--- config.mk ---
export PLATFORM = sky130hd
export DESIGN_NAME = pcm_dac_adc_comparator_port_unit
export DESIGN_NICKNAME = d
export VERILOG_FILES = /design/src/pcmdac_pkg.sv /design/src/pcm_dac_adc_comparator_port_unit.sv
export SDC_FILE = /design/constraint.sdc
export NUM_CORES = 1
export LEC_CHECK = 0
export ABC_CLOCK_PERIOD_IN_PS = 2700
export BUFFER_PORTS_ARGS = -buffer_cell sky130_fd_sc_hd__buf_2
export CAP_MARGIN = 10
export CORE_MARGIN = 4
export CORE_UTILIZATION = 24
export CTS_BUF_LIST = sky130_fd_sc_hd__clkbuf_4 sky130_fd_sc_hd__clkbuf_8
export CTS_CLUSTER_DIAMETER = 200
export CTS_CLUSTER_SIZE = 24
export DETAILED_ROUTE_END_ITERATION = 6
export PLACE_DENSITY = 0.43
export SYNTH_ARGS = -nofsm -noshare
export SYNTH_HDL_FRONTEND = slang
export SYNTH_SLANG_ARGS = --single-unit
--- constraint.sdc ---
create_clock -name clk -period 2.7 [get_ports clk]
set_clock_uncertainty 0.1 [all_clocks]
set_input_delay 0.81 -clock clk [delete_from_list [all_inputs] [get_ports clk]]
set_output_delay 0.81 -clock clk [all_outputs]
set_load 0.005 [all_outputs]
--- src/pcmdac_pkg.sv ---
`timescale 1ns / 1ps
`default_nettype none

package pcmdac_pkg;

    localparam logic [1:0] MODE_TICK  = 2'd0;
    localparam logic [1:0] MODE_READ  = 2'd1;
    localparam logic [1:0] MODE_WRITE = 2'd2;

    localparam logic PORT_DATA    = 1'b0;
    localparam logic PORT_CONTROL = 1'b1;

    localparam int CTRL_W = 5;

    localparam int CTRL_EDGE_BIT = 0;
    localparam int CTRL_DAC_BIT  = 1;
    localparam int CTRL_ADC_BIT  = 2;
    localparam int CTRL_HOLD_BIT = 4;

    localparam logic [7:0] SAMPLE_MID = 8'h80;

    typedef struct packed {
        logic [1:0]         mode;
        logic               port_select;
        logic [7:0]         write_data;
        logic signed [15:0] audio_in;
    } req_t;

    typedef struct packed {
        logic [7:0] read_data;
        logic       dac_write;
        logic [7:0] dac_value;
        logic       mute_all;
    } rsp_t;

endpackage

`default_nettype wire

--- src/pcm_dac_adc_comparator_port_unit.sv ---
`timescale 1ns / 1ps
`default_nettype none

// channel | direction | handshake              | payload
// req     | in        | req_valid / req_ready  | pcmdac_pkg::req_t
// rsp     | out       | rsp_valid / rsp_ready  | pcmdac_pkg::rsp_t
//
// one item per cycle while the result register is not stalled; each item gives one result,
// passing first through the input register and then the result register
// the register updates happen as an item moves from the input register to
// the result register; a stalled result holds both stages, and an empty input
// register still takes one more item while the result register waits
// reset (rst_n low) empties both stages and loads the port registers

module pcm_dac_adc_comparator_port_unit (
    input  wire logic              clk,
    input  wire logic              rst_n,
    input  wire logic              req_valid,
    output logic                   req_ready,
    input  wire pcmdac_pkg::req_t  req,
    output logic                   rsp_valid,
    input  wire logic              rsp_ready,
    output pcmdac_pkg::rsp_t       rsp
);

    logic                          in_valid_reg;
    pcmdac_pkg::req_t              in_item_reg;
    logic                          out_valid_reg;
    pcmdac_pkg::rsp_t              out_item_reg;

    logic [1:0]                    tick_count_reg, tick_count_next;
    logic [pcmdac_pkg::CTRL_W-1:0] control_reg, control_next;
    logic [7:0]                    data_value_reg, data_value_next;
    logic [7:0]                    held_sample_reg, held_sample_next;
    logic                          mute_reg, mute_next;

    logic                          advance;
    logic [7:0]                    quot;
    logic [7:0]                    live_sample;
    logic [7:0]                    cmp_sample;
    logic                          cmp_ge;
    logic [pcmdac_pkg::CTRL_W-1:0] new_ctrl;
    logic [pcmdac_pkg::CTRL_W-1:0] change;
    pcmdac_pkg::rsp_t              result;

    assign advance   = in_valid_reg && (!out_valid_reg || rsp_ready);
    assign req_ready = !in_valid_reg || advance;
    assign rsp_valid = out_valid_reg;
    assign rsp       = out_item_reg;

    // truncating divide by 256, then offset to unsigned; the midpoint while the adc bit is off
    always_comb
    begin
        quot = in_item_reg.audio_in[15:8];
        if (in_item_reg.audio_in[15] && (in_item_reg.audio_in[7:0] != 8'd0))
        begin
            quot = in_item_reg.audio_in[15:8] + 8'd1;
        end
        if (control_reg[pcmdac_pkg::CTRL_ADC_BIT])
        begin
            live_sample = quot + pcmdac_pkg::SAMPLE_MID;
        end
        else
        begin
            live_sample = pcmdac_pkg::SAMPLE_MID;
        end
        cmp_sample = control_reg[pcmdac_pkg::CTRL_HOLD_BIT] ? held_sample_reg : live_sample;
        cmp_ge     = cmp_sample >= data_value_reg;
    end

    always_comb
    begin
        tick_count_next  = tick_count_reg;
        control_next     = control_reg;
        data_value_next  = data_value_reg;
        held_sample_next = held_sample_reg;
        mute_next        = mute_reg;
        result           = '0;
        new_ctrl         = in_item_reg.write_data[pcmdac_pkg::CTRL_W-1:0];
        change           = control_reg ^ new_ctrl;

        case (in_item_reg.mode)
            pcmdac_pkg::MODE_TICK:
            begin
                tick_count_next = tick_count_reg + 2'd1;
            end
            pcmdac_pkg::MODE_READ:
            begin
                if (in_item_reg.port_select == pcmdac_pkg::PORT_DATA)
                begin
                    result.read_data = {6'd0, tick_count_reg};
                end
                else
                begin
                    result.read_data = {cmp_ge, 2'd0, control_reg};
                end
            end
            pcmdac_pkg::MODE_WRITE:
            begin
                if (in_item_reg.port_select == pcmdac_pkg::PORT_DATA)
                begin
                    tick_count_next = 2'd0;
                    data_value_next = in_item_reg.write_data;
                    if (control_reg[pcmdac_pkg::CTRL_DAC_BIT])
                    begin
                        result.dac_write = 1'b1;
                        result.dac_value = in_item_reg.write_data;
                    end
                end
                else
                begin
                    control_next = new_ctrl;
                    if (change[pcmdac_pkg::CTRL_EDGE_BIT] && !new_ctrl[pcmdac_pkg::CTRL_EDGE_BIT])
                    begin
                        result.dac_write = 1'b1;
                        result.dac_value = data_value_reg;
                    end
                    // hold latches with the adc enable as newly written
                    if (change[pcmdac_pkg::CTRL_HOLD_BIT] && new_ctrl[pcmdac_pkg::CTRL_HOLD_BIT])
                    begin
                        held_sample_next = new_ctrl[pcmdac_pkg::CTRL_ADC_BIT]
                                         ? quot + pcmdac_pkg::SAMPLE_MID
                                         : pcmdac_pkg::SAMPLE_MID;
                    end
                    mute_next = !new_ctrl[pcmdac_pkg::CTRL_DAC_BIT];
                end
            end
            default:
            begin
            end
        endcase
        result.mute_all = mute_next;
    end

    always_ff @(posedge clk or negedge rst_n)
    begin
        if (!rst_n)
        begin
            in_valid_reg    <= 1'b0;
            out_valid_reg   <= 1'b0;
            tick_count_reg  <= 2'd0;
            control_reg     <= '0;
            data_value_reg  <= pcmdac_pkg::SAMPLE_MID;
            held_sample_reg <= pcmdac_pkg::SAMPLE_MID;
            mute_reg        <= 1'b0;
        end
        else
        begin
            if (req_ready)
            begin
                in_valid_reg <= req_valid;
            end
            if (advance)
            begin
                out_valid_reg   <= 1'b1;
                tick_count_reg  <= tick_count_next;
                control_reg     <= control_next;
                data_value_reg  <= data_value_next;
                held_sample_reg <= held_sample_next;
                mute_reg        <= mute_next;
            end
            else if (rsp_ready)
            begin
                out_valid_reg <= 1'b0;
            end
        end
    end

    always_ff @(posedge clk)
    begin
        if (req_ready && req_valid)
        begin
            in_item_reg <= req;
        end
        if (advance)
        begin
            out_item_reg <= result;
        end
    end

endmodule

`default_nettype wire
; Word-level counts from Yosys, hierarchy flattened
; Index checks and enable logic that the tools add are counted.
; Widths: inputs -> output; s select.
[word_totals]
reg_bits = 71
output_inout_bits = 20
[classes]
add_sub_neg = 3
magnitude_cmp = 1
eq_ne = 3
mux = 14
bitwise = 2
n_reduce_logical = 20
[ops]
columns = cell, n
row1 = $mux 8, 4
row2 = $mux 9, 3
row3 = $reduce_and 3->1, 3
row4 = $add 8x1->8 const B, 1
row5 = $add 8x8->8 const B, 1
row6 = $ge 8x8->1, 1
row7 = $reduce_bool 8->1, 1
row8 = $logic_and 1x1->1, 5
row9 = $xor 5x5->5, 1
row10 = $logic_not 1->1, 4
row11 = $mux 1, 4
row12 = $mux 2, 2
row13 = $pmux 2 s2, 1
row14 = $reduce_and 4->1, 1
row15 = $reduce_bool 2->1, 2
row16 = $add 2x1->2 const B, 1
row17 = $eq 2x1->1 const B, 1
row18 = $eq 2x2->1 const B, 1
row19 = $logic_not 2->1, 1
row20 = $logic_or 1x1->1, 2
row21 = $ne 2x2->1 const B, 1
row22 = $reduce_and 2->1, 1
row23 = $not 1->1, 1

; Longest topological paths before layout
; Gate-level depths: netlist (run 1).
[logic_depth]
depth_word = 7
ltp_mapped = 10
depth_no_buf = 10

; Worst setup path before layout (run 1)
; OpenSTA, ideal clock, no wires.
[synth_timing]
kind = register to register
start = reg in_item_reg[5] in the netlist's numbering
end = reg out_item_reg (netlist bit rsp[17]), data pin
setup_time_ps = 259
arrival_ps = 2284
required_time_ps = 2341
path_slack_ps = 56
stages_incl_launch_ff = 10
cell_sequence = edfxtp_1 -> nor4_4 -> a21oi_1 -> xnor2_1 -> o31a_1 -> ha_1 -> nand2b_1 -> a211o_1 -> a211oi_1 -> nor2_1
[synth_between]
elab_chain_cells = 7
[synth_lines]
columns = item, line_no
row1 = start: declaration, pcm_dac_adc_comparator_port_unit.sv:27  ; pcmdac_pkg::req_t in_item_reg;
row2 = start signal: assignment, pcm_dac_adc_comparator_port_unit.sv:173  ; in_item_reg <= req;
row3 = $reduce_bool 8->1, pcm_dac_adc_comparator_port_unit.sv:55  ; if (in_item_reg.audio_in[15] && (in_item_reg.audio_in[7:0] != 8'd0))
row4 = $logic_and 1x1->1, pcm_dac_adc_comparator_port_unit.sv:55
row5 = $mux 8, pcm_dac_adc_comparator_port_unit.sv:55
row6 = $add 8x8->8, pcm_dac_adc_comparator_port_unit.sv:61  ; live_sample = quot + pcmdac_pkg::SAMPLE_MID;
row7 = $mux 8, pcm_dac_adc_comparator_port_unit.sv:59  ; if (control_reg[pcmdac_pkg::CTRL_ADC_BIT])
row8 = $mux 8, pcm_dac_adc_comparator_port_unit.sv:67  ; cmp_sample = control_reg[pcmdac_pkg::CTRL_HOLD_BIT] ? held_sample_reg : live_sample;
row9 = $ge 8x8->1, pcm_dac_adc_comparator_port_unit.sv:68  ; cmp_ge = cmp_sample >= data_value_reg;
row10 = end signal: assignment, pcm_dac_adc_comparator_port_unit.sv:177  ; out_item_reg <= result;
row11 = end: declaration, pcm_dac_adc_comparator_port_unit.sv:29  ; pcmdac_pkg::rsp_t out_item_reg;
; No other way between the ends.
; A chain may end at the register's enable or synchronous reset.

; Worst setup path in the final report (run 1)
[layout_timing]
start = reg in_item_reg[1] in the netlist's numbering
end = reg out_item_reg (netlist bit rsp[17]), data pin
; The elaborated chain is that of the path after synthesis.

==> results of run 1 <==
through the flow:
| stage | utilization [%] | TNS (ns) |
|---|---|---|
| after floorplan | - | 0 |
| after global placement | 28.8 | -0.0718 |
| after detailed placement | 28.8 | -0.0578 |
| after CTS | 30.5 | -0.0539 |
| after global routing | 30.6 | -0.144 |
| final | 30.6 | 0 |
layer usage:
layer / GRT usage (%) / vias to the layer above / wire, um
li1: - / 982 / -
met1: 11.9 / 912 / 3000
met2: 14.8 / 49 / 2890
met3: 2.89 / 16 / 333
met4: 4.25 / 0 / 116
met5: 0 / - / 0
where the power goes:
part / leakage (nW) / switching [mW] / total [mW] / internal, mW
registers: 0.735 / 0.117 / 1.41 / 1.30
logic: 0.686 / 0.253 / 0.500 / 0.247
clock network: 0.0976 / 0.374 / 0.814 / 0.441
what timing repair did:
action                                 in CTS  in global routing
buffers inserted                            0                  1
endpoints found under the hold margin       0                  0
setup endpoints to repair                   1                  1
resized for setup                           3                  1
pin swaps                                   7                  2
critical path, delay by kind of cell (launching register included):
| family | cells | cell delay [ns] |
|---|---|---|
| AND/OR/NAND/NOR | 2 | 0.45 |
| adder cells (fa/ha/maj) | 1 | 0.29 |
| flip-flops | 1 | 0.41 |
| XOR/XNOR | 1 | 0.18 |
| AO/OA/AOI/OAI | 5 | 1.03 |
worst paths after layout:
check | cells past startpoint | start | end | slack [ns]
max | 9 | in_item_reg[1]$_DFFE_PP_ | rsp[17]$_SDFFCE_PN0P_ | 0.005
min | 1 | rst_n | in_valid_reg$_DFFE_PN0N_ | 0.38
max reg2reg | 9 | in_item_reg[1]$_DFFE_PP_ | rsp[17]$_SDFFCE_PN0P_ | 0.005
min reg2reg | 2 | held_sample_reg[1]$_DFFE_PN0P_ | held_sample_reg[1]$_DFFE_PN0P_ | 0.38
max in group asynchronous | 1 | rst_n | held_sample_reg[2]$_DFFE_PN0P_ | 1.72
min in group clk | 2 | held_sample_reg[1]$_DFFE_PN0P_ | held_sample_reg[1]$_DFFE_PN0P_ | 0.38
cell type report:
class	count	share of cell area [%]
Multi-Input combinational cell	145	28.0
Inverter	13	1.30
Tap cell	168	5.60
Sequential cell	69	51.8
Clock buffer	11	3.70
Clock inverter	5	1.37
Timing Repair Buffer	57	8.21
placed cells by master, fill, tap and decap left out, types with 2 or more instances in the layout:
cell type / synthesis / final
buf_2: 3 / 48
edfxtp_1: 43 / 43
dfrtp_1: 24 / 24
nand2_1: 22 / 22
nor2_1: 17 / 17
mux2_2: 13 / 13
inv_1: 12 / 12
o31ai_1: 12 / 10
ha_1: 9 / 9
clkbuf_8: 0 / 9
buf_4: 2 / 9
a21oi_1: 8 / 8
a22oi_1: 8 / 8
xnor2_1: 6 / 6
nand2b_1: 6 / 6
nand4_1: 5 / 5
o31ai_2: 1 / 3
mux2i_1: 3 / 3
and2_1: 3 / 3
o21ai_0: 3 / 3
o21a_1: 3 / 3
nor4_4: 2 / 2
a211oi_2: 0 / 2
a31oi_1: 2 / 2
nand3_1: 2 / 2
nor3_1: 2 / 2
clkinv_1: 1 / 2
a211o_1: 2 / 2
conb_1: 1 / 2
clkinv_2: 0 / 2
clkbuf_4: 0 / 2
dfstp_2: 2 / 2
logic make-up after synthesis:
group | count (synthesis) | share of synthesized area (%)
DFF | 69 | 63.5
and+or+nand+nor | 65 | 11.1
AOI/OAI and AO/OA | 47 | 11.1
buffers and inverters | 21 | 2.94
muxes | 16 | 5.76
adders and majority gates | 9 | 3.68
xor gates and xnor gates | 6 | 1.72
other | 1 | 0.123
==> summary.txt, run 1 <==
# DRC = 0
Most common cell in the synthesized netlist = edfxtp_1
Critical Path Max Stage Delay = 0.41 ns
Initial Utilization = 25.0%
Dpl hpwl = 4.58 mm
Maximum clock frequency = 371 MHz
Routed vias = 1959
Area Growth Syn to Fin = 22.6%
Slew @ Worst Pin = 0.699 ns
Clock root cell = clkbuf_8
Commonest cells in the synthesized netlist = edfxtp_1 (43), dfrtp_1 (24), nand2_1 (22), nor2_1 (17), mux2_2 (13)
H-tree depth = 3
CP required = 2.70 ns
GRT Total Usage = 9.42%
Full die area = 14600 um^2
Pin count of the biggest net entering global routing = 28
Ports = 51
Port-buffer cells = 48
Gpl congestion = 0.781
Vias/cell = 4.19
Cell Pwr Density = 727 nW/um^2
Placement row count = 40
Post-Place Cells = 451
Post-route design area = 3750 um^2
Synthesized flop and latch total = 69
Worst setup margin = 0.00526 ns
Cell area after synthesis = 3060 um^2
Hold crit path type = primary input to asynchronous set/reset pin
Die Span X = 121 um
Max Cap Viol = 0
First DRT Iteration DRCs = 96
Largest cells by area after synthesis = edfxtp_1 (42%), dfrtp_1 (20%), mux2_2 (4.8%)
CORE AREA = 12300 um^2
Max reg flops = 27
Slew HR = 53.3%
Setup violators final = 0
Leakage = 1.52 nW
Number of standard cells in the final layout excluding fillers = 468
Hold Slack = 0.377 ns
RSZ-0062 raised after global routing = true
Critical Path End Type = register
Number of flops mapped to enable cells by yosys = 43
CP Class = register to register
CTS sink count = 69
TritonCTS clock tree = done
Number of global-route vias before repair = 2112
Drt total wl = 6.34 mm
Hold buffer count at CTS = 0
Post-layout minimum cycle time = 2.69 ns
Yosys warns = 0
Worst slack at placement = -0.0578 ns
CP startpoint kind = register
Slew Viols, Final = 0
Fillers = 1286
Post-synth top area share = 42.2%
Die Ht = 121 um
Fin. Hold Viols = 0
TritonCTS buffer count = 9
Peak supply drop = 278 uV
First-pass GRT wire length = 10.7 mm
Ratio of cells with drive above 1 in the final layout = 32.0%
Sequential share of the synthesized area = 63.5%
Clock transition at path regs = 0.07 ns
CP cell instances = nor4_4 -> a211oi_2 -> xnor2_1 -> o31ai_2 -> ha_1 -> a21o_1 -> a211o_1 -> o221ai_1 -> nor2_1
Final period utilization = 99.8%
Drt wl/cell = 13.5 um
Total gr overflow = 0
Nets@finish = 335
Post-synth top flop = edfxtp_1
Worst Path Arrival = 2.70 ns
Post-synthesis cell type count = 43
Detail Route Antenna Nets = 0
Status = complete, no violations
Synth Area per Inst = 13.1 um^2
Crit-path slowest cell = edfxtp_1
Clock latency on the worst-skew pair = 0.34 ns
Multi-input logic area = 1050 um^2
Inserted Diodes = 0
Leading area contributor after synthesis = edfxtp_1
Sequential cell area = 1940 um^2
DR pass1 iterations = 4
Synth async-reset ratio = 37.7%
Worst Path Max Fanout = 4
Synth Instances = 234
Max clock buf depth = 2
Pwr Total = 2.73 mW
Post-DP Area = 3530 um^2
Initial antenna violation count = 0
(Power assumes the default switching activity.)
==> inputs of run 2 (changes only) <==
--- a/config.mk
+++ b/config.mk
@@ -15,6 +15,7 @@
 export CTS_CLUSTER_SIZE = 24
 export DETAILED_ROUTE_END_ITERATION = 6
 export PLACE_DENSITY = 0.43
+export SETUP_SLACK_MARGIN = 0.3
 export SYNTH_ARGS = -nofsm -noshare
 export SYNTH_HDL_FRONTEND = slang
 export SYNTH_SLANG_ARGS = --single-unit
==> summary.txt, run 2 (synthesized netlist as in run 1, its figures left out) <==
Status = complete, no violations (unchanged)
Setup violators final = 0 (unchanged)
Fillers = 1260 (was 1286)
Leakage = 1.54 nW (was 1.52 nW)
Initial Utilization = 25.0% (unchanged)
Routed vias = 1972 (was 1959)
First DRT Iteration DRCs = 73 (was 96)
Commonest non-fill, non-tap cell in the layout = buf_2 (unchanged)
GRT Total Usage = 9.54% (was 9.42%)
Combinational Power Share = 18.4% (was 18.3%)
Most frequent cells in the layout = buf_2 (48), edfxtp_1 (43), dfrtp_1 (24), nand2_1 (22), nor2_1 (17) (unchanged)
Switch share = 28.0% (was 27.3%)
NetSw = 0.768 mW (was 0.744 mW)
Ratio of cells with drive above 1 in the final layout = 33.2% (was 32.0%)
Worst flop-to-flop path endpoint = rsp[17]$_SDFFCE_PN0P_ (unchanged)
Die Span X = 121 um (unchanged)
H-tree depth = 3 (unchanged)
Placement row count = 40 (unchanged)
Detail Route Antenna Nets = 0 (unchanged)
Drt total wl = 6.48 mm (was 6.34 mm)
CORE AREA = 12300 um^2 (unchanged)
Total gr overflow = 0 (unchanged)
Slew Viols, Final = 0 (unchanged)
P_int = 1.98 mW (about the same)
Fin. Hold Viols = 0 (unchanged)
Number of global-route vias before repair = 2101 (was 2112)
Peak supply drop = 256 uV (was 278 uV)
Cell Pwr Density = 721 nW/um^2 (was 727 nW/um^2)
CP top delay family = compound AO/OA/AOI/OAI gates (unchanged)
Post-route design area = 3810 um^2 (was 3750 um^2)
Max clock buf depth = 2 (unchanged)
R2R setup slack = 0.05 ns (was 0.005 ns)
Post-DP Area = 3520 um^2 (was 3530 um^2)
Clock latency on the worst-skew pair = 0.34 ns (about the same)
Ports = 51 (unchanged)
Area Growth Syn to Fin = 24.4% (was 22.6%)
Slew HR = 48.6% (was 53.3%)
CP Class = register to register (unchanged)
Critical Path End Type = register (unchanged)
Clk pwr share = 30.2% (was 29.9%)
CP startpoint kind = register (unchanged)
Pin count of the biggest net entering global routing = 27 (was 28)
Nets@finish = 339 (was 335)
Critical Path Max Stage Delay = 0.41 ns (about the same)
TritonCTS clock tree = done (unchanged)
Initial antenna violation count = 0 (unchanged)
CP cell instances = nor4_4 -> buf_4 -> a21oi_2 -> xnor2_1 -> o31a_1 -> ha_1 -> nand2b_1 -> a211o_1 -> a211oi_2 -> nor2_1 (was nor4_4 -> a211oi_2 -> xnor2_1 -> o31ai_2 -> ha_1 -> a21o_1 -> a211o_1 -> o221ai_1 -> nor2_1)
Max Cap Viol = 0 (unchanged)
Port-buffer cells = 48 (unchanged)
Slew @ Worst Pin = 0.769 ns (was 0.699 ns)
Clock transition at path regs = 0.07 ns (about the same)
# DRC = 0 (unchanged)
Sequential cell area = 1940 um^2 (unchanged)
Inserted Diodes = 0 (unchanged)
Drt wl/cell = 13.7 um (was 13.5 um)
Worst Path Arrival = 2.65 ns (was 2.70 ns)
Maximum clock frequency = 377 MHz (was 371 MHz)
DR pass1 iterations = 4 (unchanged)
TritonCTS buffer count = 9 (unchanged)
Final period utilization = 98.2% (was 99.8%)
Full die area = 14600 um^2 (unchanged)
Hold Slack = 0.380 ns (was 0.377 ns)
Gpl congestion = 0.825 (was 0.781)
RSZ-0062 raised after global routing = true (unchanged)
Hold crit path type = primary input to asynchronous set/reset pin (unchanged)
Post-layout minimum cycle time = 2.65 ns (was 2.69 ns)
Dpl hpwl = 4.59 mm (was 4.58 mm)
Depth of the most critical reg-to-reg path = 10 (was 9)
Worst Path Max Fanout = 5 (was 4)
Multi-input logic area = 1060 um^2 (was 1050 um^2)
Max reg flops = 27 (unchanged)
First-pass GRT wire length = 10.8 mm (was 10.7 mm)
Die Ht = 121 um (unchanged)
Reg-to-Reg Start = in_item_reg[1]$_DFFE_PP_ (unchanged)
Sequential power share = 51.4% (was 51.8%)
Vias/cell = 4.18 (was 4.19)
CP required = 2.69 ns (was 2.70 ns)
CTS sink count = 69 (unchanged)
Crit-path slowest cell = edfxtp_1 (unchanged)
Clock root cell = clkbuf_8 (unchanged)
WP buf/inv = 1 (was 0)
-- run 2: worst max path at each step --
| stage | start | to | slack (ns) | depth (start not counted) |
|---|---|---|---|---|
| 6_report | in_item_reg[1]$_DFFE_PP_ | rsp[17]$_SDFFCE_PN0P_ | 0.05 | 10 |
| 3_3_place_gp | in_item_reg[6]$_DFFE_PP_ | rsp[17]$_SDFFCE_PN0P_ | 0.04 | 10 |
| 4_1_cts | in_item_reg[1]$_DFFE_PP_ | rsp[17]$_SDFFCE_PN0P_ | 0.04 | 10 |
| 2_1_floorplan | in_item_reg[6]$_DFFE_PP_ | rsp[17]$_SDFFCE_PN0P_ | 0.09 | 9 |
| 3_5_place_dp | in_item_reg[2]$_DFFE_PP_ | rsp[17]$_SDFFCE_PN0P_ | 0.03 | 10 |
| 5_1_grt | in_item_reg[1]$_DFFE_PP_ | rsp[17]$_SDFFCE_PN0P_ | -0.11 | 10 |
-- run 2: timing repair --
item                       4_1_cts  5_1_grt
hold buffers                     0        0
buffers inserted                 5        3
resized for setup                4        0
pin swaps                       10        3
setup endpoints to repair        1        1
-- run 2: cell type report --
cell class                 instances  area share, %
clock buffer                      10           3.45
clock inverter                     6           1.68
inverter                          13           1.28
multi-input combinational        145           27.9
sequential                        69           51.1
tap                              168           5.52
timing repair buffer              61           9.07
-- run 2: routing by layer --
layer | track usage, % | up-vias | routed length (um)
met5 | 0 | - | 0
met4 | 3.19 | 0 | 91
li1 | - | 988 | -
met1 | 12.5 | 919 | 3030
met2 | 14.8 | 55 | 2990
met3 | 3.22 | 10 | 378
-- run 2: worst register-to-register path, cell delays in order (launching register included) --
cell and delay, ns:
edfxtp_1 0.41, nor4_4 0.28, buf_4 0.18, a21oi_2 0.07, xnor2_1 0.15, o31a_1 0.28, ha_1 0.27, nand2b_1 0.15
a211o_1 0.28, a211oi_2 0.17, nor2_1 0.06
-- run 2: power groups by stage --
stage | Combinational (mW) | Sequential (mW) | Clock (mW)
6_report | 0.506 | 1.41 | 0.830
5_1_grt | 0.583 | 1.43 | 0.913
4_1_cts | 0.511 | 1.41 | 0.867
3_5_place_dp | 0.501 | 1.44 | 0
3_3_place_gp | 0.495 | 1.43 | 0
2_1_floorplan | 0.380 | 1.39 | 0
-- run 2: metrics by stage --
step	utilization, %	power, mW	setup WS, ns	setup TNS, ns	std cells
final	31.1	2.75	0.0473	0	472
after global routing	31.1	2.93	-0.109	-0.109	472
after CTS	30.9	2.79	0.0368	0	469
after detailed placement	28.7	1.94	0.0284	0	448
after global placement	28.7	1.93	0.0413	0	448
after floorplan	-	1.77	0.0874	0	235
==> inputs of run 3 (changes only) <==
--- a/config.mk
+++ b/config.mk
@@ -8,6 +8,7 @@
 export ABC_CLOCK_PERIOD_IN_PS = 2700
 export BUFFER_PORTS_ARGS = -buffer_cell sky130_fd_sc_hd__buf_2
 export CAP_MARGIN = 10
+export CORE_ASPECT_RATIO = 1.75
 export CORE_MARGIN = 4
 export CORE_UTILIZATION = 24
 export CTS_BUF_LIST = sky130_fd_sc_hd__clkbuf_4 sky130_fd_sc_hd__clkbuf_8
==> summary.txt, run 3 (synthesized netlist as in run 1, its figures left out) <==
Inserted Diodes = 0 (unchanged)
Dpl hpwl = 4.98 mm (was 4.59 mm)
Port-buffer cells = 48 (unchanged)
Vias/cell = 4.21 (was 4.18)
Slew HR = 50.0% (was 48.6%)
Slew @ Worst Pin = 0.749 ns (was 0.769 ns)
Max Cap Viol = 0 (unchanged)
Routed vias = 1983 (was 1972)
R2R setup slack = 0.03 ns (was 0.05 ns)
Max reg flops = 27 (unchanged)
Detail Route Antenna Nets = 0 (unchanged)
GRT Total Usage = 9.73% (was 9.54%)
Peak supply drop = 216 uV (was 256 uV)
RSZ-0062 raised after global routing = true (unchanged)
Clock root cell = clkbuf_8 (unchanged)
CP required = 2.70 ns (was 2.69 ns)
Initial antenna violation count = 0 (unchanged)
Depth of the most critical reg-to-reg path = 11 (was 10)
Post-route design area = 3770 um^2 (was 3810 um^2)
Most frequent cells in the layout = buf_2 (48), edfxtp_1 (43), dfrtp_1 (24), nand2_1 (22), nor2_1 (17) (unchanged)
Worst Path Arrival = 2.67 ns (was 2.65 ns)
CORE AREA = 12500 um^2 (was 12300 um^2)
CTS sink count = 69 (unchanged)
Drt wl/cell = 13.7 um (about the same)
Post-DP Area = 3520 um^2 (unchanged)
Hold crit path type = primary input to asynchronous set/reset pin (unchanged)
# DRC = 0 (unchanged)
Die Ht = 157 um (was 121 um)
Worst Path Max Fanout = 4 (was 5)
Gpl congestion = 0.743 (was 0.825)
H-tree depth = 3 (unchanged)
Hold buffer count at CTS = 0 (unchanged)
Full die area = 14700 um^2 (was 14600 um^2)
Slew Viols, Final = 0 (unchanged)
CP endpoint = rsp[17]$_SDFFCE_PN0P_ (unchanged)
Post-layout minimum cycle time = 2.67 ns (was 2.65 ns)
First-pass GRT wire length = 10.7 mm (was 10.8 mm)
Worst setup margin = 0.0331 ns (was 0.0473 ns)
Worst slack at placement = -0.0272 ns (was 0.0284 ns)
Area Growth Syn to Fin = 23.2% (was 24.4%)
TritonCTS clock tree = done (unchanged)
Drt total wl = 6.46 mm (was 6.48 mm)
Fillers = 1301 (was 1260)
Max clock buf depth = 2 (unchanged)
Maximum clock frequency = 375 MHz (was 377 MHz)
Ports = 51 (unchanged)
Status = complete, no violations (unchanged)
Commonest non-fill, non-tap cell in the layout = buf_2 (unchanged)
Leakage = 1.54 nW (about the same)
Setup violators final = 0 (unchanged)
Critical Path End Type = register (unchanged)
Final period utilization = 98.8% (was 98.2%)
Worst setup startpoint = in_item_reg[6]$_DFFE_PP_ (was in_item_reg[1]$_DFFE_PP_)
Ratio of cells with drive above 1 in the final layout = 33.3% (was 33.2%)
Fin. Hold Viols = 0 (unchanged)
CP startpoint kind = register (unchanged)
CP Class = register to register (unchanged)
Total gr overflow = 0 (unchanged)
First DRT Iteration DRCs = 74 (was 73)
Nets@finish = 338 (was 339)
TritonCTS buffer count = 9 (unchanged)
Cell Pwr Density = 712 nW/um^2 (was 721 nW/um^2)
Clock latency on the worst-skew pair = 0.35 ns (was 0.34 ns)
Initial Utilization = 24.5% (was 25.0%)
Die Span X = 93.4 um (was 121 um)
Worst flop-to-flop path endpoint = rsp[17]$_SDFFCE_PN0P_ (unchanged)
Placement row count = 54 (was 40)
Pin count of the biggest net entering global routing = 27 (unchanged)
Reg-to-Reg Start = in_item_reg[6]$_DFFE_PP_ (was in_item_reg[1]$_DFFE_PP_)
Final Util = 30.2% (was 31.1%)
DR pass1 iterations = 4 (unchanged)
Clock transition at path regs = 0.08 ns (was 0.07 ns)
Final TNS setup = 0 ns (unchanged)
Number of global-route vias before repair = 2102 (was 2101)
run 3: cell count changes in the layout (fill, tap and decap cells not counted), sizes merged:
| cell | change |
|---|---|
| clkbuf | +2 |
| clkinvlp | -2 |
| buf | -1 |
| bufinv | -1 |
| clkinv | +1 |
run 3: worst min-delay path by stage:
stage / from / end / slack, ns / cells after the start
2_1_floorplan: held_sample_reg[0]$_DFFE_PN0P_ / held_sample_reg[0]$_DFFE_PN0P_ / 0.35 / 2
3_3_place_gp: held_sample_reg[6]$_DFFE_PN0P_ / held_sample_reg[6]$_DFFE_PN0P_ / 0.36 / 2
3_5_place_dp: held_sample_reg[6]$_DFFE_PN0P_ / held_sample_reg[6]$_DFFE_PN0P_ / 0.37 / 2
4_1_cts: rst_n / tick_count_reg[1]$_DFFE_PN0P_ / 0.38 / 1
5_1_grt: rst_n / control_reg[0]$_DFFE_PN0P_ / 0.41 / 1
6_report: rst_n / tick_count_reg[1]$_DFFE_PN0P_ / 0.38 / 1
run 3: critical path, cell delays in order, from the launching register on:
cell and delay (ns):
edfxtp_1 0.41, nor4_4 0.27, buf_4 0.16, buf_4 0.11
a21oi_2 0.06, xnor2_1 0.15, o31a_1 0.26, ha_1 0.27
nand2b_4 0.13, a211o_1 0.26, a211oi_2 0.17, nor2_1 0.06
run 3: power by group:
| part | switching (mW) | internal [mW] | leakage, nW |
|---|---|---|---|
| sequential | 0.113 | 1.30 | 0.735 |
| clock | 0.386 | 0.376 | 0.0969 |
| combinational | 0.258 | 0.257 | 0.706 |
run 3: cell type report:
cell class	instances	area, um^2	area share [%]
flip-flops and latches	69	1940	51.6
multi-input cells	145	1060	28.0
repair buffers	60	334	8.86
well taps	168	210	5.57
clock buffers	12	153	4.05
inverters	13	48.8	1.29
clock inverters	4	23.8	0.630
run 3: routing by layer:
| layer | global-route usage, % | part of all wire, % |
|---|---|---|
| met3 | 2.87 | 4.0 |
| met2 | 17.8 | 56 |
| met1 | 9.83 | 38 |
| met4 | 5.03 | 2.4 |
| met5 | 0 | 0 |
run 3: what timing repair did:
action	in CTS	in global routing
buffers inserted	3	4
endpoints found under the setup margin	1	1
pin swaps	1	4
gates resized for setup	1	2
endpoints found under the hold margin	0	0
run 3: stage by stage:
step | hold slack, ns | power, mW | instances
floorplan | 0.349 | 1.77 | 235
global placement | 0.360 | 1.92 | 448
detailed placement | 0.366 | 1.94 | 448
CTS | 0.383 | 2.72 | 467
global route | 0.407 | 2.88 | 471
finish | 0.376 | 2.69 | 471
